$ cat config.mk
export PLATFORM = sky130hd
export DESIGN_NAME = deadline_timer_table_core
export DESIGN_NICKNAME = d
export VERILOG_FILES = /design/src/hdl/dtt_pkg.sv /design/src/hdl/dtt_alu.sv /design/src/hdl/deadline_timer_table_core.sv
export SDC_FILE = /design/constraint.sdc
export NUM_CORES = 2
export LEC_CHECK = 0
export BUFFER_PORTS_ARGS = -buffer_cell sky130_fd_sc_hd__buf_2
export CORE_ASPECT_RATIO = 0.6
export CORE_MARGIN = 10
export CORE_UTILIZATION = 55
export CTS_CLUSTER_DIAMETER = 100
export DETAILED_ROUTE_END_ITERATION = 10
export PLACE_DENSITY_LB_ADDON = 0.2
export SYNTH_ARGS = -nofsm -noshare
export SYNTH_HDL_FRONTEND = slang
export SYNTH_SLANG_ARGS = --single-unit
$ cat constraint.sdc
create_clock -name clock -period 18 [get_ports clock]
set_input_delay 5.4 -clock clock [delete_from_list [all_inputs] [get_ports clock]]
set_output_delay 5.4 -clock clock [all_outputs]
set_load 0.02 [all_outputs]
$ cat src/hdl/dtt_pkg.sv
// dtt_pkg: shared types, codes and constants for the deadline timer table
// used by dtt_alu and deadline_timer_table_core; no dependencies
package dtt_pkg;

   localparam int TIMER_SLOTS_DEF = 16;
   localparam int MAX_RESULTS     = 15;
   localparam int CNT_W           = $clog2(MAX_RESULTS + 1);

   localparam int TIME_W   = 64;
   localparam int KIND_W   = 2;
   localparam int ID_W     = 4;
   localparam int STATUS_W = 2;
   localparam int SLOT_W   = 4;
   localparam int TMO_W    = 22;

   // wait budget cap in microseconds, and the width it needs
   localparam int                NEXT_W   = 31;
   localparam logic [NEXT_W-1:0] WAIT_CAP = 31'h7FFF_FFFF;

   // divide by 1000 as multiply by ceil(2^41 / 1000), exact below 2^31
   localparam int          MS_SHIFT = 41;
   localparam logic [31:0] MS_RECIP = 32'd2199023256;
   localparam int          PROD_W   = NEXT_W + 32;

   // request kinds
   localparam logic [KIND_W-1:0] KIND_SET   = 2'd0;
   localparam logic [KIND_W-1:0] KIND_UNSET = 2'd1;
   localparam logic [KIND_W-1:0] KIND_FIRE  = 2'd2;
   localparam logic [KIND_W-1:0] KIND_TMO   = 2'd3;

   // response status codes
   localparam logic [STATUS_W-1:0] ST_OK       = 2'd0;
   localparam logic [STATUS_W-1:0] ST_FULL     = 2'd1;
   localparam logic [STATUS_W-1:0] ST_INVALID  = 2'd2;
   localparam logic [STATUS_W-1:0] ST_INACTIVE = 2'd3;

   // shared add/subtract unit
   localparam logic ALU_ADD = 1'b0;
   localparam logic ALU_SUB = 1'b1;

   typedef struct packed {
      logic borrow;   // a < b on subtract, carry out on add
      logic zero;     // result is all zero
   } alu_flags_type;

endpackage

$ cat src/hdl/dtt_alu.sv
// dtt_alu: the single 64-bit add/subtract unit shared by every step of the
// timer table sequencer; depends on dtt_pkg
module dtt_alu import dtt_pkg::*; (
   input  logic              op,
   input  logic [TIME_W-1:0] a,
   input  logic [TIME_W-1:0] b,
   output logic [TIME_W-1:0] res,
   output alu_flags_type     flags
);

   logic [TIME_W:0] wide;

   always_comb begin
      if (op == ALU_ADD) begin
         wide = {1'b0, a} + {1'b0, b};
      end else begin
         wide = {1'b0, a} - {1'b0, b};
      end
   end

   assign res          = wide[TIME_W-1:0];
   assign flags.borrow = wide[TIME_W];
   assign flags.zero   = (wide[TIME_W-1:0] == '0);

endmodule

$ cat src/hdl/deadline_timer_table_core.sv
// deadline_timer_table_core: top level of the one-shot deadline timer table
// depends on dtt_pkg and dtt_alu
//
// A table of TIMER_SLOTS one-shot timers kept in a single-port-write,
// registered-read memory of {enable, 64-bit deadline} entries. After reset a
// clearing pass disables every slot in turn; no request is taken meanwhile.
// One request is handled at a time: a small sequencer walks the memory one
// slot per cycle, unless a fired report waits on a full output register, and
// drives one shared 64-bit add/subtract unit. A set walks from slot 1 until
// a free slot, an unset reads its one slot, a fire walks the slots until the
// last one or the MAX_RESULTS-th due timer, and a timeout that is neither
// forced nor out of budget walks the slots until a due timer or the end and,
// if none is due, scales to milliseconds with one registered multiply. Slot
// reads are pipelined, so the memory read port sets the walk at one slot per
// cycle when no report stalls it. Results leave through an output register;
// the final result of every request has tlast set, and a fire reports at
// most MAX_RESULTS timers, leaving later due timers for the next fire.
module deadline_timer_table_core import dtt_pkg::*; #(
   parameter int TIMER_SLOTS = TIMER_SLOTS_DEF
) (
   input  logic          clock,
   input  logic          reset,

   input  logic          req_tvalid,
   output logic          req_tready,
   // now_time[63:0], duration[127:64], timer_id[131:128], start_time[195:132],
   // max_wait[259:196], run_once[260], zero fill[263:261]
   input  logic [263:0]  req_tdata,
   // kind[1:0]
   input  logic [1:0]    req_tuser,

   output logic          rsp_tvalid,
   input  logic          rsp_tready,
   // status[1:0], slot_id[5:2], timeout_ms[27:6], zero fill[31:28]
   output logic [31:0]   rsp_tdata,
   // fired[0]
   output logic          rsp_tuser,
   output logic          rsp_tlast
);

   localparam int IDX_W = $clog2(TIMER_SLOTS);
   localparam logic [IDX_W-1:0] LAST_IDX = IDX_W'(TIMER_SLOTS - 1);

   // sequencer states
   localparam int ST_W = 4;
   localparam logic [ST_W-1:0] S_CLEAR    = 4'd0;
   localparam logic [ST_W-1:0] S_IDLE     = 4'd1;
   localparam logic [ST_W-1:0] S_SCAN     = 4'd2;
   localparam logic [ST_W-1:0] S_UNSET_RD = 4'd3;
   localparam logic [ST_W-1:0] S_UNSET_EV = 4'd4;
   localparam logic [ST_W-1:0] S_TMO_CHK  = 4'd5;
   localparam logic [ST_W-1:0] S_DIV      = 4'd6;
   localparam logic [ST_W-1:0] S_DIVOUT   = 4'd7;
   localparam logic [ST_W-1:0] S_EMIT     = 4'd8;

   typedef struct packed {
      logic              en;
      logic [TIME_W-1:0] deadline;
   } slot_entry_type;

   // request fields
   logic [KIND_W-1:0] req_kind;
   logic [TIME_W-1:0] req_now, req_dur, req_start, req_maxw;
   logic [ID_W-1:0]   req_id;
   logic              req_once;

   assign req_kind  = req_tuser;
   assign req_now   = req_tdata[63:0];
   assign req_dur   = req_tdata[127:64];
   assign req_id    = req_tdata[131:128];
   assign req_start = req_tdata[195:132];
   assign req_maxw  = req_tdata[259:196];
   assign req_once  = req_tdata[260];

   // control state
   logic [ST_W-1:0]   state_ff, state_in;
   logic [IDX_W-1:0]  issue_ff, issue_in;        // next slot to read
   logic              issue_on_ff, issue_on_in;  // walk still reading
   logic              ev_valid_ff, ev_valid_in;  // read data is live
   logic [IDX_W-1:0]  ev_idx_ff, ev_idx_in;      // slot of the read data
   logic              pend_valid_ff, pend_valid_in;
   logic [IDX_W-1:0]  pend_idx_ff, pend_idx_in;  // fired slot held back
   logic [CNT_W-1:0]  hit_cnt_ff, hit_cnt_in;
   logic              rsp_valid_ff, rsp_valid_in;

   // latched request
   logic [KIND_W-1:0] kind_ff, kind_in;
   logic [TIME_W-1:0] now_ff, now_in;
   logic [TIME_W-1:0] dur_ff, dur_in;
   logic [ID_W-1:0]   id_ff, id_in;
   logic [TIME_W-1:0] start_ff, start_in;
   logic [TIME_W-1:0] maxw_ff, maxw_in;

   // working values
   logic [NEXT_W-1:0]   next_ff, next_in;       // running minimum gap
   logic [PROD_W-1:0]   prod_ff, prod_in;
   logic [STATUS_W-1:0] fin_status_ff, fin_status_in;
   logic [SLOT_W-1:0]   fin_slot_ff, fin_slot_in;
   logic                fin_fired_ff, fin_fired_in;
   logic [TMO_W-1:0]    fin_tmo_ff, fin_tmo_in;

   // output register
   logic [STATUS_W-1:0] rsp_status_ff, rsp_status_in;
   logic [SLOT_W-1:0]   rsp_slot_ff, rsp_slot_in;
   logic                rsp_fired_ff, rsp_fired_in;
   logic [TMO_W-1:0]    rsp_tmo_ff, rsp_tmo_in;
   logic                rsp_last_ff, rsp_last_in;

   // slot memory
   slot_entry_type slot_mem [TIMER_SLOTS];
   slot_entry_type rdata_ff;
   logic           rd_en;
   logic [IDX_W-1:0] rd_addr;
   logic           wr_en;
   logic [IDX_W-1:0] wr_addr;
   slot_entry_type wr_data;

   // shared arithmetic unit
   logic              alu_op;
   logic [TIME_W-1:0] alu_a, alu_b, alu_res;
   alu_flags_type     alu_flags;

   logic out_free;   // output register can take a transfer this cycle
   logic due;        // read deadline is at or before now
   logic ev_last;
   logic fire_hit;
   logic stall;      // fired report waits on a full output register
   logic push_pend;
   logic scan_stop;

   dtt_alu u_alu (
      .op    (alu_op),
      .a     (alu_a),
      .b     (alu_b),
      .res   (alu_res),
      .flags (alu_flags)
   );

   // set adds now + duration, every other step subtracts
   always_comb begin
      alu_op = ALU_SUB;
      alu_a  = rdata_ff.deadline;
      alu_b  = now_ff;
      if (state_ff == S_TMO_CHK) begin
         alu_a = now_ff;
         alu_b = start_ff;
      end else if (kind_ff == KIND_SET) begin
         alu_op = ALU_ADD;
         alu_a  = now_ff;
         alu_b  = dur_ff;
      end
   end

   assign out_free = !rsp_valid_ff || rsp_tready;
   assign due      = alu_flags.borrow || alu_flags.zero;
   assign ev_last  = (ev_idx_ff == LAST_IDX);
   assign fire_hit = (state_ff == S_SCAN) && ev_valid_ff && (kind_ff == KIND_FIRE)
                     && rdata_ff.en && due;
   assign stall    = fire_hit && pend_valid_ff && !out_free;

   always_comb begin
      state_in      = state_ff;
      issue_in      = issue_ff;
      issue_on_in   = issue_on_ff;
      ev_valid_in   = ev_valid_ff;
      ev_idx_in     = ev_idx_ff;
      pend_valid_in = pend_valid_ff;
      pend_idx_in   = pend_idx_ff;
      hit_cnt_in    = hit_cnt_ff;
      kind_in       = kind_ff;
      now_in        = now_ff;
      dur_in        = dur_ff;
      id_in         = id_ff;
      start_in      = start_ff;
      maxw_in       = maxw_ff;
      next_in       = next_ff;
      prod_in       = prod_ff;
      fin_status_in = fin_status_ff;
      fin_slot_in   = fin_slot_ff;
      fin_fired_in  = fin_fired_ff;
      fin_tmo_in    = fin_tmo_ff;
      rd_en         = 1'b0;
      rd_addr       = issue_ff;
      wr_en         = 1'b0;
      wr_addr       = ev_idx_ff;
      wr_data       = '0;
      push_pend     = 1'b0;
      scan_stop     = 1'b0;

      case (state_ff)
         S_CLEAR: begin
            // disable one slot per cycle after reset
            wr_en   = 1'b1;
            wr_addr = issue_ff;
            if (issue_ff == LAST_IDX) begin
               issue_in = '0;
               state_in = S_IDLE;
            end else begin
               issue_in = issue_ff + 1'b1;
            end
         end

         S_IDLE: begin
            if (req_tvalid) begin
               kind_in       = req_kind;
               now_in        = req_now;
               dur_in        = (req_dur == '0) ? TIME_W'(1) : req_dur;
               id_in         = req_id;
               start_in      = req_start;
               maxw_in       = req_maxw;
               pend_valid_in = 1'b0;
               hit_cnt_in    = '0;
               ev_valid_in   = 1'b0;
               fin_status_in = ST_OK;
               fin_slot_in   = '0;
               fin_fired_in  = 1'b0;
               fin_tmo_in    = '0;
               case (req_kind)
                  KIND_SET: begin
                     if (req_dur == '1) begin
                        fin_status_in = ST_INVALID;
                        state_in      = S_EMIT;
                     end else begin
                        // slot 0 is never handed out
                        issue_in    = IDX_W'(1);
                        issue_on_in = 1'b1;
                        state_in    = S_SCAN;
                     end
                  end
                  KIND_UNSET: begin
                     if (req_id == '0 || 32'(req_id) >= TIMER_SLOTS) begin
                        fin_status_in = ST_INVALID;
                        fin_slot_in   = req_id;
                        state_in      = S_EMIT;
                     end else begin
                        state_in = S_UNSET_RD;
                     end
                  end
                  KIND_FIRE: begin
                     issue_in    = '0;
                     issue_on_in = 1'b1;
                     state_in    = S_SCAN;
                  end
                  default: begin
                     if (req_once) begin
                        state_in = S_EMIT;
                     end else begin
                        state_in = S_TMO_CHK;
                     end
                  end
               endcase
            end
         end

         S_UNSET_RD: begin
            rd_en    = 1'b1;
            rd_addr  = IDX_W'(id_ff);
            state_in = S_UNSET_EV;
         end

         S_UNSET_EV: begin
            fin_slot_in = id_ff;
            if (rdata_ff.en) begin
               wr_en         = 1'b1;
               wr_addr       = IDX_W'(id_ff);
               fin_status_in = ST_OK;
            end else begin
               fin_status_in = ST_INACTIVE;
            end
            state_in = S_EMIT;
         end

         S_TMO_CHK: begin
            // budget already spent when now - start >= max_wait
            if (alu_res >= maxw_ff) begin
               state_in = S_EMIT;
            end else begin
               next_in     = (maxw_ff > TIME_W'(WAIT_CAP)) ? WAIT_CAP
                                                           : maxw_ff[NEXT_W-1:0];
               issue_in    = '0;
               issue_on_in = 1'b1;
               state_in    = S_SCAN;
            end
         end

         S_SCAN: begin
            // read side of the walk, one slot per cycle unless a fired report stalls it
            if (!stall) begin
               if (issue_on_ff) begin
                  rd_en       = 1'b1;
                  ev_valid_in = 1'b1;
                  ev_idx_in   = issue_ff;
                  if (issue_ff == LAST_IDX) begin
                     issue_on_in = 1'b0;
                  end else begin
                     issue_in = issue_ff + 1'b1;
                  end
               end else begin
                  ev_valid_in = 1'b0;
               end
            end
            // evaluate side
            if (ev_valid_ff && !stall) begin
               case (kind_ff)
                  KIND_SET: begin
                     if (!rdata_ff.en) begin
                        wr_en            = 1'b1;
                        wr_data.en       = 1'b1;
                        wr_data.deadline = alu_res;
                        fin_status_in    = ST_OK;
                        fin_slot_in      = SLOT_W'(ev_idx_ff);
                        scan_stop        = 1'b1;
                     end else if (ev_last) begin
                        fin_status_in = ST_FULL;
                        scan_stop     = 1'b1;
                     end
                  end
                  KIND_FIRE: begin
                     if (fire_hit) begin
                        wr_en     = 1'b1;
                        push_pend = pend_valid_ff;
                        if (ev_last || hit_cnt_ff == CNT_W'(MAX_RESULTS - 1)) begin
                           fin_fired_in = 1'b1;
                           fin_slot_in  = SLOT_W'(ev_idx_ff);
                           scan_stop    = 1'b1;
                        end else begin
                           pend_valid_in = 1'b1;
                           pend_idx_in   = ev_idx_ff;
                           hit_cnt_in    = hit_cnt_ff + 1'b1;
                        end
                     end else if (ev_last) begin
                        // held-back report becomes the final one
                        fin_fired_in = pend_valid_ff;
                        fin_slot_in  = pend_valid_ff ? SLOT_W'(pend_idx_ff) : '0;
                        scan_stop    = 1'b1;
                     end
                  end
                  default: begin
                     if (rdata_ff.en && due) begin
                        fin_tmo_in = '0;
                        scan_stop  = 1'b1;
                     end else begin
                        if (rdata_ff.en && alu_res < TIME_W'(next_ff)) begin
                           next_in = alu_res[NEXT_W-1:0];
                        end
                        if (ev_last) begin
                           issue_on_in = 1'b0;
                           ev_valid_in = 1'b0;
                           state_in    = S_DIV;
                        end
                     end
                  end
               endcase
            end
            if (scan_stop) begin
               issue_on_in   = 1'b0;
               ev_valid_in   = 1'b0;
               pend_valid_in = 1'b0;
               state_in      = S_EMIT;
            end
         end

         S_DIV: begin
            prod_in  = PROD_W'(next_ff) * PROD_W'(MS_RECIP);
            state_in = S_DIVOUT;
         end

         S_DIVOUT: begin
            fin_tmo_in = prod_ff[MS_SHIFT +: TMO_W];
            state_in   = S_EMIT;
         end

         S_EMIT: begin
            if (out_free) begin
               state_in = S_IDLE;
            end
         end

         default: begin
            state_in = S_IDLE;
         end
      endcase
   end

   // output register: held-back fire reports, then the final result
   always_comb begin
      rsp_valid_in  = rsp_valid_ff && !rsp_tready;
      rsp_status_in = rsp_status_ff;
      rsp_slot_in   = rsp_slot_ff;
      rsp_fired_in  = rsp_fired_ff;
      rsp_tmo_in    = rsp_tmo_ff;
      rsp_last_in   = rsp_last_ff;
      if (push_pend) begin
         rsp_valid_in  = 1'b1;
         rsp_status_in = ST_OK;
         rsp_slot_in   = SLOT_W'(pend_idx_ff);
         rsp_fired_in  = 1'b1;
         rsp_tmo_in    = '0;
         rsp_last_in   = 1'b0;
      end else if (state_ff == S_EMIT && out_free) begin
         rsp_valid_in  = 1'b1;
         rsp_status_in = fin_status_ff;
         rsp_slot_in   = fin_slot_ff;
         rsp_fired_in  = fin_fired_ff;
         rsp_tmo_in    = fin_tmo_ff;
         rsp_last_in   = 1'b1;
      end
   end

   always_ff @(posedge clock) begin
      if (wr_en) begin
         slot_mem[wr_addr] <= wr_data;
      end
      if (rd_en) begin
         rdata_ff <= slot_mem[rd_addr];
      end
   end

   always_ff @(posedge clock) begin
      if (reset) begin
         state_ff      <= S_CLEAR;
         issue_ff      <= '0;
         issue_on_ff   <= 1'b0;
         ev_valid_ff   <= 1'b0;
         pend_valid_ff <= 1'b0;
         hit_cnt_ff    <= '0;
         rsp_valid_ff  <= 1'b0;
      end else begin
         state_ff      <= state_in;
         issue_ff      <= issue_in;
         issue_on_ff   <= issue_on_in;
         ev_valid_ff   <= ev_valid_in;
         pend_valid_ff <= pend_valid_in;
         hit_cnt_ff    <= hit_cnt_in;
         rsp_valid_ff  <= rsp_valid_in;
      end
   end

   always_ff @(posedge clock) begin
      ev_idx_ff     <= ev_idx_in;
      pend_idx_ff   <= pend_idx_in;
      kind_ff       <= kind_in;
      now_ff        <= now_in;
      dur_ff        <= dur_in;
      id_ff         <= id_in;
      start_ff      <= start_in;
      maxw_ff       <= maxw_in;
      next_ff       <= next_in;
      prod_ff       <= prod_in;
      fin_status_ff <= fin_status_in;
      fin_slot_ff   <= fin_slot_in;
      fin_fired_ff  <= fin_fired_in;
      fin_tmo_ff    <= fin_tmo_in;
      rsp_status_ff <= rsp_status_in;
      rsp_slot_ff   <= rsp_slot_in;
      rsp_fired_ff  <= rsp_fired_in;
      rsp_tmo_ff    <= rsp_tmo_in;
      rsp_last_ff   <= rsp_last_in;
   end

   assign req_tready = (state_ff == S_IDLE);
   assign rsp_tvalid = rsp_valid_ff;
   assign rsp_tdata  = {4'b0, rsp_tmo_ff, rsp_slot_ff, rsp_status_ff};
   assign rsp_tuser  = rsp_fired_ff;
   assign rsp_tlast  = rsp_last_ff;

`ifndef NO_ASSERTIONS
   // no fired report is left behind when a new request may enter
   a_idle_no_pend: assert property (@(posedge clock) disable iff (reset)
      req_tready |-> !pend_valid_ff)
      else $error("held-back fire report while idle");

   // only a fire report may be a non-final result
   a_nonlast_fired: assert property (@(posedge clock) disable iff (reset)
      (rsp_tvalid && !rsp_tlast) |-> rsp_tuser)
      else $error("non-final result that is not a fire report");

   // the walk only stalls on fire reports
   a_stall_fire: assert property (@(posedge clock) disable iff (reset)
      stall |-> (kind_ff == KIND_FIRE))
      else $error("scan stalled outside a fire request");

   // the slot memory is untouched while idle
   a_idle_no_write: assert property (@(posedge clock) disable iff (reset)
      (state_ff == S_IDLE) |-> !wr_en)
      else $error("slot memory written while idle");

   // a report push never overlaps a pending output transfer
   a_push_free: assert property (@(posedge clock) disable iff (reset)
      push_pend |-> out_free)
      else $error("fire report pushed into a full output register");
`endif

endmodule

==> flow_summary.ini <==
[cts]
root_buffer = clkbuf_16
cts_tree = done
h-tree-depth = 4
tritoncts.num_buffers = 138
postCtsHoldBufs = 0
clk_latency_ns = 0.81
ctsResizeCount = 0
clk_path_buf_depth = 3
cts_setup_buffers = 0
cts.sink_count = 1503
clkTransAtPathRegs_ns = 0.07

[route]
top_layer = met5
drcViolationCount = 0
ant_nets = 0
wl_mm = 251
wl_met2_mm = 102
routedWlPerCell_um = 30.7
drtPass1Iterations = 6
wl_met1_mm = 110
routed_via_density = 6.40
dr_wl_met3_mm = 32.4
drtIter0Drc = 7464
route.vias.total = 52300

[final_layout]
final_cells = 8173
multi_input_area_um2 = 32900
final_cell_mix = edfxtp_1, inv_1, ha_1, nand2_1, buf_2
fin_util_pct = 61.6
n_fill_cell = 10900
nNetsFinal = 7226
fin_area_um2 = 89600
syn_to_final_growth_pct = 10.6
final_common_cell = edfxtp_1
layout-drive-gt1-share_pct = 16.3
final-seq-area_um2 = 44700

[die]
coreArea_um2 = 145000
pin_count = 306
start_util_pct = 55.7
die-area_um2 = 164000
num_rows = 108
dieWidth_um = 515
die_height_um = 317

[sta]
fin_tns_setup_ns = 0
setup_viol = 0
rsz0062_at_grt = no
max_freq_ghz = 0.0754
fin_hold_ws_ns = 0.467
finalHoldViolCount = 0
slew_headroom_pct = 3.72
period_share_pct = 73.7
tightest_slew_ns = 1.41
report.final.slew_viol_count = 0
period_minus_slack_ns = 13.26
finalClockSkew_ns = 0.0520
setup_slack_ns = 4.74

[global_routing]
antenna_found_initial = 19
grt_pass1_wl_mm = 361
grtUsageTotal_pct = 30.4
overflow = 0
grt_pass1_vias = 50500
grt_start_max_net_pins = 129

[power_and_ir_drop]
intPower_mw = 7.52
share_seq_of_total_power_pct = 43.0
power.share.switching_pct = 33.3
p_sw_mw = 3.75
p_leak_nw = 33.6
clkPwrFrac_pct = 27.5
power_frac_comb_pct = 29.5
power-per-cell-area_nw_per_um2 = 126
p_total_mw = 11.3
peakVddDrop_mv = 0.230

[worst_setup_path]
cp.required_ns = 18.39
cp_slowest_cell = nor3_2
setup.worst_path.end = slot_mem[5][14]
r2r_end = slot_mem[5][14]
reg2regPathDepth = 31
path_class = register to register
critPathLaunchType = register
cpPeakStageDelay_ns = 0.89
critPathMostFrequentCell = buf_4
critical_path.startpoint = state_ff[2]
ff2ff_setup_slack_ns = 4.74
crit_fanout = 43
critPathArrivalTime_ns = 13.66
reg2reg_from = state_ff[2]
cp-end-kind = register

[synth]
syn_area_um2 = 81000
async_flop_share_pct = 0
avgSynthCellArea_um2 = 13.8
yosys.area.top_type = edfxtp_1
syn_inst = 5865
yosys.area.top_type_share_pct = 54.2
yosysWarnings = 0
ys_ff_latch = 1503
ys_seq_area_share_pct = 55.2
synth_edf_count = 1461
synth_ff_type = edfxtp_1
synth.distinct_cells = 96
synth_area_leaders = edfxtp_1, ha_1, mux4_2

[place]
placed_cells = 7911
hpwl_mm = 178
io_buffer_count = 298
placed_area_um2 = 84900
pre_cts_ws_ns = 5.25
gp_congestion = 1.03

[hold_path]
hold_path_depth = 2
hold_class = register to register
hp-start = rsp_tlast

[status]
status = finished, final reports clean

[run]
maxCapViolations = 0
how the worst min path moves through the flow:
stage                      to  slack (ns)
CTS                 rsp_tlast        0.46
floorplan           rsp_tuser        0.43
detailed placement  rsp_tlast        0.45
global placement    rsp_tlast        0.43
finish              rsp_tlast        0.47
global route        rsp_tlast        0.48
power by group through the flow:
stage / Clock, mW / Combinational [mW] / Sequential, mW
after floorplan: 0 / 2.07 / 4.91
after global placement: 0 / 3.23 / 4.88
after detailed placement: 0 / 3.26 / 4.91
after CTS: 3.13 / 3.29 / 4.84
after global routing: 3.27 / 3.53 / 4.89
final: 3.10 / 3.32 / 4.85
state kept, by name, summed over array words and instances (netlist names), 22 cells and up:
name        cells
dur_ff         64
fin_tmo_ff     22
maxw_ff        64
next_ff        31
now_ff         64
prod_ff        22
rdata_ff       65
rsp_tmo_ff     22
slot_mem     1040
start_ff       64
routing by layer:
metal,track usage (%),vias to the layer above
met4,7.55,10
met5,0,-
li1,-,22300
met3,9.40,373
met1,47.4,26400
met2,41.2,3225
cell families (layout without fill, tap and decap cells):
| logic type | count (synthesis) | count (layout) | synth area share, % |
|---|---|---|---|
| adders and majority gates | 830 | 830 | 15.5 |
| other | 1 | 17 | 0.00463 |
| muxes | 366 | 366 | 8.64 |
| buffers and inverters | 956 | 1323 | 4.51 |
| AOI/OAI and AO/OA | 908 | 908 | 7.44 |
| xor gates and xnor gates | 124 | 124 | 1.34 |
| DFF | 1503 | 1503 | 55.2 |
| and+or+nand+nor | 1177 | 1177 | 7.38 |
layout make-up:
cell class / instances / area share, %
antenna: 13 / 0.0363
clock buffer: 163 / 4.02
clock inverter: 86 / 1.25
inverter: 667 / 2.80
multi-input combinational: 3409 / 36.7
sequential: 1503 / 49.9
tap: 1925 / 2.69
timing repair buffer: 407 / 2.63
worst max-delay path: cells and delay by family (launching register included):
kind | cells | cell delay, ns
AND/OR/NAND/NOR | 16 | 7.55
XOR/XNOR | 1 | 0.13
adder cells (fa/ha/maj) | 1 | 0.60
flip-flops | 1 | 0.81
AO/OA/AOI/OAI | 10 | 1.96
buffers and inverters | 3 | 1.67
synth_stat cells, drive strengths merged, types with 7 or more instances:
cell type,n
edfxtp,1461
inv,667
ha,542
nand2,343
fa,288
mux4,260
nor2,221
clkbuf,216
a21oi,201
o21ai,171
and2,145
a31oi,97
a211oi,93
nor3,92
nand4,86
a21o,85
buf,73
mux2,67
xnor2,62
xor2,62
nor4,61
o211ai,56
dfxtp,42
mux2i,39
nand3,36
o21a,31
nand2b,30
nor2b,29
or3,29
or4,25
and3,24
o22a,24
o22ai,16
o31ai,16
a21boi,14
o21bai,14
a221oi,11
and4,11
or2,11
a211o,10
nand3b,9
nor3b,7
No activity file was read; power rests on OpenSTA's default activity.
